`config.mk`:
```
export PLATFORM = sky130hd
export DESIGN_NAME = periodic_task_deadline_tracker_unit
export DESIGN_NICKNAME = d
export VERILOG_FILES = /design/src/rtl/ptdt_pkg.sv /design/src/rtl/periodic_task_deadline_tracker_unit.sv /design/src/rtl/ptdt_sequencer.sv
export SDC_FILE = /design/constraint.sdc
export NUM_CORES = 2
export LEC_CHECK = 0
export ABC_CLOCK_PERIOD_IN_PS = 22500
export BUFFER_PORTS_ARGS = -buffer_cell sky130_fd_sc_hd__clkbuf_2
export CORE_MARGIN = 5
export CORE_UTILIZATION = 60
export CTS_BUF_LIST = sky130_fd_sc_hd__clkbuf_16
export DETAILED_ROUTE_END_ITERATION = 10
export HOLD_SLACK_MARGIN = 0.12
export PLACE_DENSITY_LB_ADDON = 0.25
export REMOVE_ABC_BUFFERS = 1
export SYNTH_ARGS = -nofsm -noshare
export SYNTH_HDL_FRONTEND = slang
export SYNTH_SLANG_ARGS = --single-unit
```
`constraint.sdc`:
```
create_clock -name clock -period 22.5 [get_ports clock]
set_clock_uncertainty 0.15 [all_clocks]
set_input_delay 1.125 -clock clock [delete_from_list [all_inputs] [get_ports clock]]
set_output_delay 1.125 -clock clock [all_outputs]
set_load 0.02 [all_outputs]
```
`src/rtl/ptdt_pkg.sv`:
```
// ----------------------------------------------------------------------------
// Periodic task deadline tracker: package
// Event codes, register indexes, microcode types and step addresses.
// ----------------------------------------------------------------------------
`timescale 1ns / 1ps

package ptdt_pkg;

   localparam int FUNC_WIDTH      = 2;
   localparam int CSR_INDEX_WIDTH = 3;
   localparam int CSR_DATA_WIDTH  = 32;
   localparam int FIELD_WIDTH     = 32;
   localparam int STEP_WIDTH      = 4;
   localparam int STEP_COUNT      = 16;

   localparam logic [FUNC_WIDTH-1:0] FUNC_START = 2'd0;
   localparam logic [FUNC_WIDTH-1:0] FUNC_STOP  = 2'd1;
   localparam logic [FUNC_WIDTH-1:0] FUNC_RUN   = 2'd2;

   localparam logic [CSR_INDEX_WIDTH-1:0] CSR_INTERVAL      = 3'd0;
   localparam logic [CSR_INDEX_WIDTH-1:0] CSR_INITIAL_WAIT  = 3'd1;
   localparam logic [CSR_INDEX_WIDTH-1:0] CSR_MAX_TRIGGERS  = 3'd2;
   localparam logic [CSR_INDEX_WIDTH-1:0] CSR_CATCH_UP      = 3'd3;
   localparam logic [CSR_INDEX_WIDTH-1:0] CSR_STRICT_PERIOD = 3'd4;

   localparam logic [CSR_DATA_WIDTH-1:0] INTERVAL_RESET = 32'd1000;

   typedef enum logic [3:0] {
      OP_NOP,
      OP_LOAD,
      OP_START,
      OP_STOP,
      OP_COUNT,
      OP_LATE,
      OP_DIV,
      OP_BASE,
      OP_TARGET,
      OP_AVG,
      OP_KILL,
      OP_LAST,
      OP_PRED,
      OP_EMIT
   } op_type;

   typedef enum logic [2:0] {
      SEQ_NEXT,
      SEQ_JUMP,
      SEQ_IF_LIMIT,
      SEQ_LOOP,
      SEQ_DISPATCH,
      SEQ_EMIT
   } seq_type;

   typedef struct packed {
      op_type                op;
      seq_type               seq;
      logic [STEP_WIDTH-1:0] target;
   } ucode_type;

   typedef struct packed {
      op_type op;
      logic   fire;
      logic   idle;
   } ctrl_type;

   typedef struct packed {
      logic                  req_valid;
      logic [FUNC_WIDTH-1:0] func;
      logic                  limit_hit;
      logic                  div_more;
      logic                  out_free;
   } stat_type;

   localparam logic [STEP_WIDTH-1:0] STEP_IDLE   = 4'd0;
   localparam logic [STEP_WIDTH-1:0] STEP_START  = 4'd1;
   localparam logic [STEP_WIDTH-1:0] STEP_STOP   = 4'd2;
   localparam logic [STEP_WIDTH-1:0] STEP_RUN    = 4'd3;
   localparam logic [STEP_WIDTH-1:0] STEP_LATE   = 4'd4;
   localparam logic [STEP_WIDTH-1:0] STEP_DIV    = 4'd5;
   localparam logic [STEP_WIDTH-1:0] STEP_BASE   = 4'd6;
   localparam logic [STEP_WIDTH-1:0] STEP_TARGET = 4'd7;
   localparam logic [STEP_WIDTH-1:0] STEP_AVG    = 4'd8;
   localparam logic [STEP_WIDTH-1:0] STEP_KILL   = 4'd9;
   localparam logic [STEP_WIDTH-1:0] STEP_LAST   = 4'd10;
   localparam logic [STEP_WIDTH-1:0] STEP_PRED   = 4'd11;
   localparam logic [STEP_WIDTH-1:0] STEP_EMIT   = 4'd12;

endpackage

```
`src/rtl/periodic_task_deadline_tracker_unit.sv`:
```
// A start or stop event runs its step, then LAST, PRED and EMIT; an unused code
// goes to LAST. A run report counts, divides its lateness by the interval one
// remainder bit per cycle in the shift-subtract loop, then runs BASE to EMIT, or
// KILL to EMIT when the trigger limit is reached. The next item is taken in the
// cycle after the result is handed to the output register, so one item is in work at a time.
// Synchronous reset clears the configuration registers, task state, sequencer and output valid.
// ----------------------------------------------------------------------------
// Periodic task deadline tracker
// Microcoded datapath that schedules one periodic task from start, stop and
// run report items.
// ----------------------------------------------------------------------------
`timescale 1ns / 1ps

module periodic_task_deadline_tracker_unit
   import ptdt_pkg::*;
#(
   parameter int TIME_WIDTH = 32
)
(
   input  logic                       clock,
   input  logic                       reset,
   input  logic                       csr_write,
   input  logic [CSR_INDEX_WIDTH-1:0] csr_index,
   input  logic [CSR_DATA_WIDTH-1:0]  csr_data,
   input  logic                       req_valid,
   output logic                       req_stall,
   input  logic [FUNC_WIDTH-1:0]      req_func,
   input  logic [FIELD_WIDTH-1:0]     req_start_time,
   input  logic [FIELD_WIDTH-1:0]     req_end_time,
   output logic                       rsp_valid,
   input  logic                       rsp_stall,
   output logic [FIELD_WIDTH-1:0]     rsp_next_target,
   output logic                       rsp_enabled,
   output logic                       rsp_destroyed,
   output logic [FIELD_WIDTH-1:0]     rsp_trigger_total,
   output logic [FIELD_WIDTH-1:0]     rsp_last_duration,
   output logic [FIELD_WIDTH-1:0]     rsp_mean_duration,
   output logic [FIELD_WIDTH-1:0]     rsp_predicted_duration,
   output logic signed [FIELD_WIDTH-1:0] rsp_start_lateness
);

   localparam int TW        = TIME_WIDTH;
   localparam int CNT_WIDTH = $clog2(TIME_WIDTH + 1);

   ctrl_type ctrl;
   stat_type stat;

   // configuration
   logic [CSR_DATA_WIDTH-1:0] interval_ff, interval_in;
   logic [CSR_DATA_WIDTH-1:0] initial_wait_ff, initial_wait_in;
   logic [CSR_DATA_WIDTH-1:0] max_triggers_ff, max_triggers_in;
   logic                      catch_up_ff, catch_up_in;
   logic                      strict_period_ff, strict_period_in;

   // task state
   logic [TW-1:0]          next_target_ff, next_target_in;
   logic [TW-1:0]          last_target_ff, last_target_in;
   logic [TW-1:0]          last_start_ff, last_start_in;
   logic [TW-1:0]          last_end_ff, last_end_in;
   logic [TW-1:0]          average_ff, average_in;
   logic [FIELD_WIDTH-1:0] run_count_ff, run_count_in;
   logic                   enabled_ff, enabled_in;
   logic                   destroy_ff, destroy_in;

   // working registers
   logic [TW-1:0]        start_ff, start_in;
   logic [TW-1:0]        end_ff, end_in;
   logic [TW-1:0]        lat_ff, lat_in;
   logic [TW-1:0]        quo_ff, quo_in;
   logic [TW-1:0]        rem_ff, rem_in;
   logic [CNT_WIDTH-1:0] div_cnt_ff, div_cnt_in;
   logic [TW-1:0]        base_ff, base_in;
   logic [TW-1:0]        dur_ff, dur_in;
   logic [TW-1:0]        pred_ff, pred_in;
   logic [TW-1:0]        late_ff, late_in;

   // output register
   logic                   rsp_valid_ff, rsp_valid_in;
   logic [FIELD_WIDTH-1:0] rsp_next_target_ff, rsp_next_target_in;
   logic                   rsp_enabled_ff, rsp_enabled_in;
   logic                   rsp_destroyed_ff, rsp_destroyed_in;
   logic [FIELD_WIDTH-1:0] rsp_trigger_total_ff, rsp_trigger_total_in;
   logic [FIELD_WIDTH-1:0] rsp_last_duration_ff, rsp_last_duration_in;
   logic [FIELD_WIDTH-1:0] rsp_mean_duration_ff, rsp_mean_duration_in;
   logic [FIELD_WIDTH-1:0] rsp_pred_ff, rsp_pred_in;
   logic [FIELD_WIDTH-1:0] rsp_late_ff, rsp_late_in;

   logic [TW-1:0] period;
   logic [TW:0]   rem_shift;
   logic [TW:0]   rem_diff;
   logic [TW-1:0] lat_rem;
   logic [TW-1:0] avg_sum;
   logic          out_free;
   logic          emit_fire;

   assign period   = TW'(interval_ff);
   assign out_free = !rsp_valid_ff || !rsp_stall;

   assign stat.req_valid = req_valid;
   assign stat.func      = req_func;
   assign stat.limit_hit = (max_triggers_ff != '0) && (run_count_ff >= max_triggers_ff);
   assign stat.div_more  = (div_cnt_ff != CNT_WIDTH'(1));
   assign stat.out_free  = out_free;

   ptdt_sequencer u_sequencer (
      .clock (clock),
      .reset (reset),
      .stat  (stat),
      .ctrl  (ctrl)
   );

   assign req_stall = !ctrl.idle;
   assign emit_fire = ctrl.fire && (ctrl.op == OP_EMIT);

   assign rem_shift = {rem_ff, quo_ff[TW-1]};
   assign rem_diff  = rem_shift - {1'b0, period};
   assign lat_rem   = (period == '0) ? lat_ff : rem_ff;
   assign avg_sum   = average_ff + dur_ff;

   // configuration writes
   always_comb begin
      interval_in      = interval_ff;
      initial_wait_in  = initial_wait_ff;
      max_triggers_in  = max_triggers_ff;
      catch_up_in      = catch_up_ff;
      strict_period_in = strict_period_ff;
      if (csr_write) begin
         case (csr_index)
            CSR_INTERVAL:      interval_in      = csr_data;
            CSR_INITIAL_WAIT:  initial_wait_in  = csr_data;
            CSR_MAX_TRIGGERS:  max_triggers_in  = csr_data;
            CSR_CATCH_UP:      catch_up_in      = csr_data[0];
            CSR_STRICT_PERIOD: strict_period_in = csr_data[0];
            default:           interval_in      = interval_ff;
         endcase
      end
   end

   // datapath, one operation per step
   always_comb begin
      next_target_in = next_target_ff;
      last_target_in = last_target_ff;
      last_start_in  = last_start_ff;
      last_end_in    = last_end_ff;
      average_in     = average_ff;
      run_count_in   = run_count_ff;
      enabled_in     = enabled_ff;
      destroy_in     = destroy_ff;
      start_in       = start_ff;
      end_in         = end_ff;
      lat_in         = lat_ff;
      quo_in         = quo_ff;
      rem_in         = rem_ff;
      div_cnt_in     = div_cnt_ff;
      base_in        = base_ff;
      dur_in         = dur_ff;
      pred_in        = pred_ff;
      late_in        = late_ff;
      if (ctrl.fire) begin
         case (ctrl.op)
            OP_LOAD: begin
               start_in = TW'(req_start_time);
               end_in   = TW'(req_end_time);
            end
            OP_START: begin
               enabled_in     = 1'b1;
               next_target_in = start_ff + TW'(initial_wait_ff);
            end
            OP_STOP:  enabled_in   = 1'b0;
            OP_COUNT: run_count_in = run_count_ff + 1'b1;
            OP_LATE: begin
               lat_in     = start_ff - next_target_ff;
               quo_in     = start_ff - next_target_ff;
               rem_in     = '0;
               div_cnt_in = CNT_WIDTH'(TIME_WIDTH);
            end
            OP_DIV: begin
               rem_in     = rem_diff[TW] ? rem_shift[TW-1:0] : rem_diff[TW-1:0];
               quo_in     = {quo_ff[TW-2:0], 1'b0};
               div_cnt_in = div_cnt_ff - 1'b1;
            end
            OP_BASE: begin
               dur_in = end_ff - start_ff;
               case ({catch_up_ff, strict_period_ff})
                  2'b11:   base_in = next_target_ff;
                  2'b10:   base_in = next_target_ff + lat_rem;
                  2'b01:   base_in = start_ff - lat_rem;
                  default: base_in = start_ff;
               endcase
            end
            OP_TARGET: begin
               next_target_in = base_ff + period;
               last_target_in = next_target_ff;
               last_start_in  = start_ff;
               last_end_in    = end_ff;
            end
            OP_AVG: begin
               average_in = (average_ff == '0) ? dur_ff : {1'b0, avg_sum[TW-1:1]};
            end
            OP_KILL: begin
               enabled_in = 1'b0;
               destroy_in = 1'b1;
            end
            OP_LAST: dur_in = last_end_ff - last_start_ff;
            OP_PRED: begin
               pred_in = (dur_ff > average_ff) ? ({dur_ff[TW-2:0], 1'b0} - average_ff) : '0;
               late_in = last_start_ff - last_target_ff;
            end
            default: begin
               dur_in = dur_ff;
            end
         endcase
      end
   end

   // output register
   always_comb begin
      rsp_valid_in         = rsp_valid_ff && rsp_stall;
      rsp_next_target_in   = rsp_next_target_ff;
      rsp_enabled_in       = rsp_enabled_ff;
      rsp_destroyed_in     = rsp_destroyed_ff;
      rsp_trigger_total_in = rsp_trigger_total_ff;
      rsp_last_duration_in = rsp_last_duration_ff;
      rsp_mean_duration_in = rsp_mean_duration_ff;
      rsp_pred_in          = rsp_pred_ff;
      rsp_late_in          = rsp_late_ff;
      if (emit_fire) begin
         rsp_valid_in         = 1'b1;
         rsp_next_target_in   = FIELD_WIDTH'(next_target_ff);
         rsp_enabled_in       = enabled_ff;
         rsp_destroyed_in     = destroy_ff;
         rsp_trigger_total_in = run_count_ff;
         rsp_last_duration_in = FIELD_WIDTH'(dur_ff);
         rsp_mean_duration_in = FIELD_WIDTH'(average_ff);
         rsp_pred_in          = FIELD_WIDTH'(pred_ff);
         rsp_late_in          = FIELD_WIDTH'(late_ff);
      end
   end

   always_ff @(posedge clock) begin
      if (reset) begin
         interval_ff      <= INTERVAL_RESET;
         initial_wait_ff  <= '0;
         max_triggers_ff  <= '0;
         catch_up_ff      <= 1'b0;
         strict_period_ff <= 1'b0;
         next_target_ff   <= '0;
         last_target_ff   <= '0;
         last_start_ff    <= '0;
         last_end_ff      <= '0;
         average_ff       <= '0;
         run_count_ff     <= '0;
         enabled_ff       <= 1'b0;
         destroy_ff       <= 1'b0;
         rsp_valid_ff     <= 1'b0;
      end else begin
         interval_ff      <= interval_in;
         initial_wait_ff  <= initial_wait_in;
         max_triggers_ff  <= max_triggers_in;
         catch_up_ff      <= catch_up_in;
         strict_period_ff <= strict_period_in;
         next_target_ff   <= next_target_in;
         last_target_ff   <= last_target_in;
         last_start_ff    <= last_start_in;
         last_end_ff      <= last_end_in;
         average_ff       <= average_in;
         run_count_ff     <= run_count_in;
         enabled_ff       <= enabled_in;
         destroy_ff       <= destroy_in;
         rsp_valid_ff     <= rsp_valid_in;
      end
   end

   always_ff @(posedge clock) begin
      start_ff             <= start_in;
      end_ff               <= end_in;
      lat_ff               <= lat_in;
      quo_ff               <= quo_in;
      rem_ff               <= rem_in;
      div_cnt_ff           <= div_cnt_in;
      base_ff              <= base_in;
      dur_ff               <= dur_in;
      pred_ff              <= pred_in;
      late_ff              <= late_in;
      rsp_next_target_ff   <= rsp_next_target_in;
      rsp_enabled_ff       <= rsp_enabled_in;
      rsp_destroyed_ff     <= rsp_destroyed_in;
      rsp_trigger_total_ff <= rsp_trigger_total_in;
      rsp_last_duration_ff <= rsp_last_duration_in;
      rsp_mean_duration_ff <= rsp_mean_duration_in;
      rsp_pred_ff          <= rsp_pred_in;
      rsp_late_ff          <= rsp_late_in;
   end

   assign rsp_valid              = rsp_valid_ff;
   assign rsp_next_target        = rsp_next_target_ff;
   assign rsp_enabled            = rsp_enabled_ff;
   assign rsp_destroyed          = rsp_destroyed_ff;
   assign rsp_trigger_total      = rsp_trigger_total_ff;
   assign rsp_last_duration      = rsp_last_duration_ff;
   assign rsp_mean_duration      = rsp_mean_duration_ff;
   assign rsp_predicted_duration = rsp_pred_ff;
   assign rsp_start_lateness     = $signed(rsp_late_ff);

endmodule

```
`src/rtl/ptdt_sequencer.sv`:
```
// ----------------------------------------------------------------------------
// Periodic task deadline tracker: microcode sequencer
// Step counter over a control store, with event dispatch and conditional jumps.
// ----------------------------------------------------------------------------
`timescale 1ns / 1ps

module ptdt_sequencer
   import ptdt_pkg::*;
(
   input  logic     clock,
   input  logic     reset,
   input  stat_type stat,
   output ctrl_type ctrl
);

   localparam ucode_type UCODE [STEP_COUNT] = '{
      '{OP_LOAD,   SEQ_DISPATCH, STEP_IDLE},
      '{OP_START,  SEQ_JUMP,     STEP_LAST},
      '{OP_STOP,   SEQ_JUMP,     STEP_LAST},
      '{OP_COUNT,  SEQ_NEXT,     STEP_IDLE},
      '{OP_LATE,   SEQ_IF_LIMIT, STEP_KILL},
      '{OP_DIV,    SEQ_LOOP,     STEP_DIV},
      '{OP_BASE,   SEQ_NEXT,     STEP_IDLE},
      '{OP_TARGET, SEQ_NEXT,     STEP_IDLE},
      '{OP_AVG,    SEQ_JUMP,     STEP_LAST},
      '{OP_KILL,   SEQ_NEXT,     STEP_IDLE},
      '{OP_LAST,   SEQ_NEXT,     STEP_IDLE},
      '{OP_PRED,   SEQ_NEXT,     STEP_IDLE},
      '{OP_EMIT,   SEQ_EMIT,     STEP_IDLE},
      '{OP_NOP,    SEQ_JUMP,     STEP_IDLE},
      '{OP_NOP,    SEQ_JUMP,     STEP_IDLE},
      '{OP_NOP,    SEQ_JUMP,     STEP_IDLE}
   };

   logic [STEP_WIDTH-1:0] step_ff;
   logic [STEP_WIDTH-1:0] step_in;
   logic [STEP_WIDTH-1:0] step_inc;
   logic [STEP_WIDTH-1:0] dispatch_step;
   ucode_type             word;

   assign word     = UCODE[step_ff];
   assign step_inc = step_ff + 1'b1;

   always_comb begin
      case (stat.func)
         FUNC_START: dispatch_step = STEP_START;
         FUNC_STOP:  dispatch_step = STEP_STOP;
         FUNC_RUN:   dispatch_step = STEP_RUN;
         default:    dispatch_step = STEP_LAST;
      endcase
   end

   always_comb begin
      ctrl.op   = word.op;
      ctrl.idle = (step_ff == STEP_IDLE);
      ctrl.fire = 1'b1;
      step_in   = step_ff;
      case (word.seq)
         SEQ_NEXT:     step_in = step_inc;
         SEQ_JUMP:     step_in = word.target;
         SEQ_IF_LIMIT: step_in = stat.limit_hit ? word.target : step_inc;
         SEQ_LOOP:     step_in = stat.div_more ? word.target : step_inc;
         SEQ_DISPATCH: begin
            ctrl.fire = stat.req_valid;
            step_in   = stat.req_valid ? dispatch_step : step_ff;
         end
         SEQ_EMIT: begin
            ctrl.fire = stat.out_free;
            step_in   = stat.out_free ? word.target : step_ff;
         end
         default:      step_in = STEP_IDLE;
      endcase
   end

   always_ff @(posedge clock) begin
      if (reset) begin
         step_ff <= STEP_IDLE;
      end else begin
         step_ff <= step_in;
      end
   end

endmodule

```
==> results by group <==
Outcome
  – Status: finished clean

Final layout
  – Cell area after layout: between 50,000 and 60,000 um2
  – Area Growth Syn to Fin: 11.4%
  – Layout cells sized above 1: between 10% and 20%
  – Fin util: about two thirds
  – # diodes: 0
  – Final Net Count: approximately 5.8k
  – Fillers: 6,298

Min path
  – Worst hold path class: flip-flop to flip-flop

Worst setup path
  – Crit-path max FO: 21
  – CP Cell Sequence: nor4_1 -> nand4_1 -> nor2_2 -> buf_4 -> o21ai_0 -> ha_1 -> fa_1 -> nor2b_1 -> o2111ai_1 -> and3_1 -> o211ai_1 -> a31oi_1 -> a21oi_1 -> a31oi_1 -> a32oi_1 -> xor2_1 -> mux4_2
  – Critical Path Slowest Stage Cell: nor2_2
  – Critical path's largest stage delay: around 0.65 ns
  – Kind of critical path: flip-flop to flip-flop
  – Crit-path most repeated cell: a31oi_1
  – Startpoint types: flip-flop
  – Setup crit end kind: flip-flop
  – Critical Path AT: 6.37 ns
  – Req. time, crit path: ~23 ns

Drt
  – Routed len/inst: roughly 22 um
  – Final wirelength: roughly 140,000 um
  – Antenna Nets Post-Route: 0
  – DR vias: 39.4k
  – DR iter-0 viols: 3,840
  – # DRC: 0
  – DR pass1 iterations: 6
  – Routed vias/inst: between 6 and 7

Clock network
  – Clk sinks: ~790
  – H-tree depth: 3
  – CTS tree: built
  – Worst-path clk slew: about 0.06 ns
  – Post-CTS sizing: 0
  – Max Root-Sink Buffers: 3
  – CTS Root Cell: clkbuf_16
  – Post-CTS Setup Bufs: 0
  – Clock latency on the worst-skew pair: approximately 0.65 ns
  – Num CTS Buffers: 85
  – Hold_buf cts: 0

GRT
  – GRT Util Overall: 31.9%
  – Vias in the first global route: around 37k
  – Gr ovfl total: 0
  – Global-route wire length before repair: about 210,000 um
  – Initial antenna violation count: 0
  – Pin count of the biggest net entering global routing: between 80 and 90

Power and ir drop
  – Power per standard cell area: around 140 nW/um2
  – Worst-case vdd ir drop: slightly above 0.2 mV
  – Clock share of power: 19.8%
  – Combinational power share: around 49%
  – Sequential share of power: between 30 and 40%
  – Net Sw Frac: between 40 and 50%
  – Final Power: between 7 and 8 mW
  – NetSw: about 3 mW
  – Cell internal pwr: ~4.2 mW
  – Leakage power: 21.0 nW

Placed design
  – Cell Area, Placed: about 50,000 um2
  – RePlAce Congestion: ~1
  – Detail Placement HPWL: around 110,000 um
  – Pre-CTS setup slack: roughly 16 ns
  – Port bufs: about 300

Synthesis
  – Most common cell in the netlist: nand2_1
  – Seq cells post-synth: 785
  – Main synth FF type: edfxtp_1
  – Synth top area cells: edfxtp_1 (31%), dfxtp_1 (12%), ha_1 (11%), a21oi_1 (5.7%), nand2_1 (5.0%)
  – Ys Warns: 0
  – Ys async rst share: 0%
  – Commonest cells in the netlist: nand2_1 (639), a21oi_1 (541), edfxtp_1 (488), ha_1 (420), nor2_1 (381)
  – Syn_area_per_cell: around 9.5 um2
  – Area leader, netlist: edfxtp_1
  – Synth top area share: 30.8%
  – EDFF count, synth: 488
  – Post-synth cell types: slightly above 80
  – Mapped Area: approximately 48,000 um2
  – Post-Syn Instances: ~5.0k
  – Post-synthesis sequential area ratio: approximately 43%

STA
  – Final TNS setup: 0 ns
  – Pins Over Slew Limit: 0
  – Hold Violations, Final: 0
  – Least-Margin Pin Slew: between 1 and 1.5 ns
  – Peak Freq: ~160 MHz
  – RSZ-0062 raised after global routing: false
  – Final period utilization: between 20% and 30%
  – Setup Viol. Count Final: 0
  – Relative slew slack: a little under an eighth
  – Post-layout min period: between 6 and 7 ns
  – Final critical-path setup slack: about 16 ns

Floorplanning
  – IO Count: a little over 300
  – Die X: between 200 and 300 um
  – Die area: 85,100 um2
  – Num rows: 103
  – Die Y: roughly 290 um
  – Initial cell density of the core: about three fifths
  – Core Footprint: 78,900 um2

Flow run
  – Max_cap viols: 0
cell type report:
cell class	count	area, um2	share of cell area [%]
well taps	1050	1310	2.48
flip-flops and latches	785	20600	38.8
clock buffers	89	2230	4.20
clock inverters	69	656	1.24
multi-input cells	3715	25100	47.3
repair buffers	336	1780	3.35
inverters	367	1380	2.60
stage by stage:
step | hold slack, ns | cells
3_3_place_gp | 0.251 | 6253
2_1_floorplan | 0.250 | 4867
4_1_cts | 0.270 | 6411
5_1_grt | 0.271 | 6411
6_report | 0.268 | 6411
3_5_place_dp | 0.255 | 6253
critical path, delay by kind of cell (launching register included):
family                     cells  cell delay, ns
adders and majority gates      2            0.69
and+or+nand+nor                5            1.82
buffers and inverters          1            0.42
xor gates and xnor gates       1            0.09
DFF                            1            0.34
AOI/OAI and AO/OA              7            1.90
muxes                          1            0.45
power groups by stage:
stage / clock network (mW) / registers [mW] / logic [mW]
after detailed placement: 0 / 2.28 / 3.47
after global routing: 1.52 / 2.28 / 3.93
final: 1.44 / 2.27 / 3.56
after CTS: 1.46 / 2.25 / 3.51
after floorplan: 0 / 2.13 / 2.65
after global placement: 0 / 2.28 / 3.41
path summary, 6_finish.rpt:
| check | start | endpoint | slack, ns | depth (start not counted) |
|---|---|---|---|---|
| worst min register to register | pred_ff[6]$_SDFFCE_PP0P_ | rsp_predicted_duration[6]$_DFFE_PP_ | 0.27 | 0 |
| worst max-delay path | interval_ff[31]$_SDFFE_PP0P_ | base_ff[26]$_DFFE_PP_ | 16.37 | 17 |
| worst max register to register | interval_ff[31]$_SDFFE_PP0P_ | base_ff[26]$_DFFE_PP_ | 16.37 | 17 |
| worst min-delay path | pred_ff[6]$_SDFFCE_PP0P_ | rsp_predicted_duration[6]$_DFFE_PP_ | 0.27 | 0 |
routing by layer:
metal / vias up / GRT usage [%] / wire length [um]
li1: 18700 / - / -
met1: 18600 / 44.3 / 58800
met3: 310 / 5.08 / 12900
met2: 1768 / 50.2 / 62600
met4: 0 / 13.7 / 6950
met5: - / 0 / 0
cell families after synthesis:
family          Yosys count  share of synthesized area (%)
compound gates         1333                           17.5
xor+xnor                313                           5.76
flops                   785                           43.2
buf+inv                 531                           4.22
simple gates           1516                           14.4
fa+ha+maj               431                           11.5
mux                     122                           3.33
layout by cell type (no fill, tap or decap), types with 17 or more instances in the layout:
cell,instances
or2_2,18
nor3_1,77
nand2_1,639
and3_1,33
nand3_1,77
clkbuf_2,300
edfxtp_1,488
o211ai_1,34
o31ai_1,28
nor2b_1,46
o21a_1,61
nand4_1,48
mux4_2,24
or3_1,30
o21bai_1,43
a21oi_1,541
xor2_1,121
a31oi_1,38
a21o_1,121
nand2b_1,64
a211oi_1,68
ha_1,420
xnor2_1,191
mux2i_1,48
nor4_1,35
o31a_1,17
nor2_1,371
dfxtp_1,295
o21ai_0,206
a211o_1,20
clkbuf_16,89
mux2_2,50
inv_1,383
buf_4,35
Power figures use the tool's default switching activity.
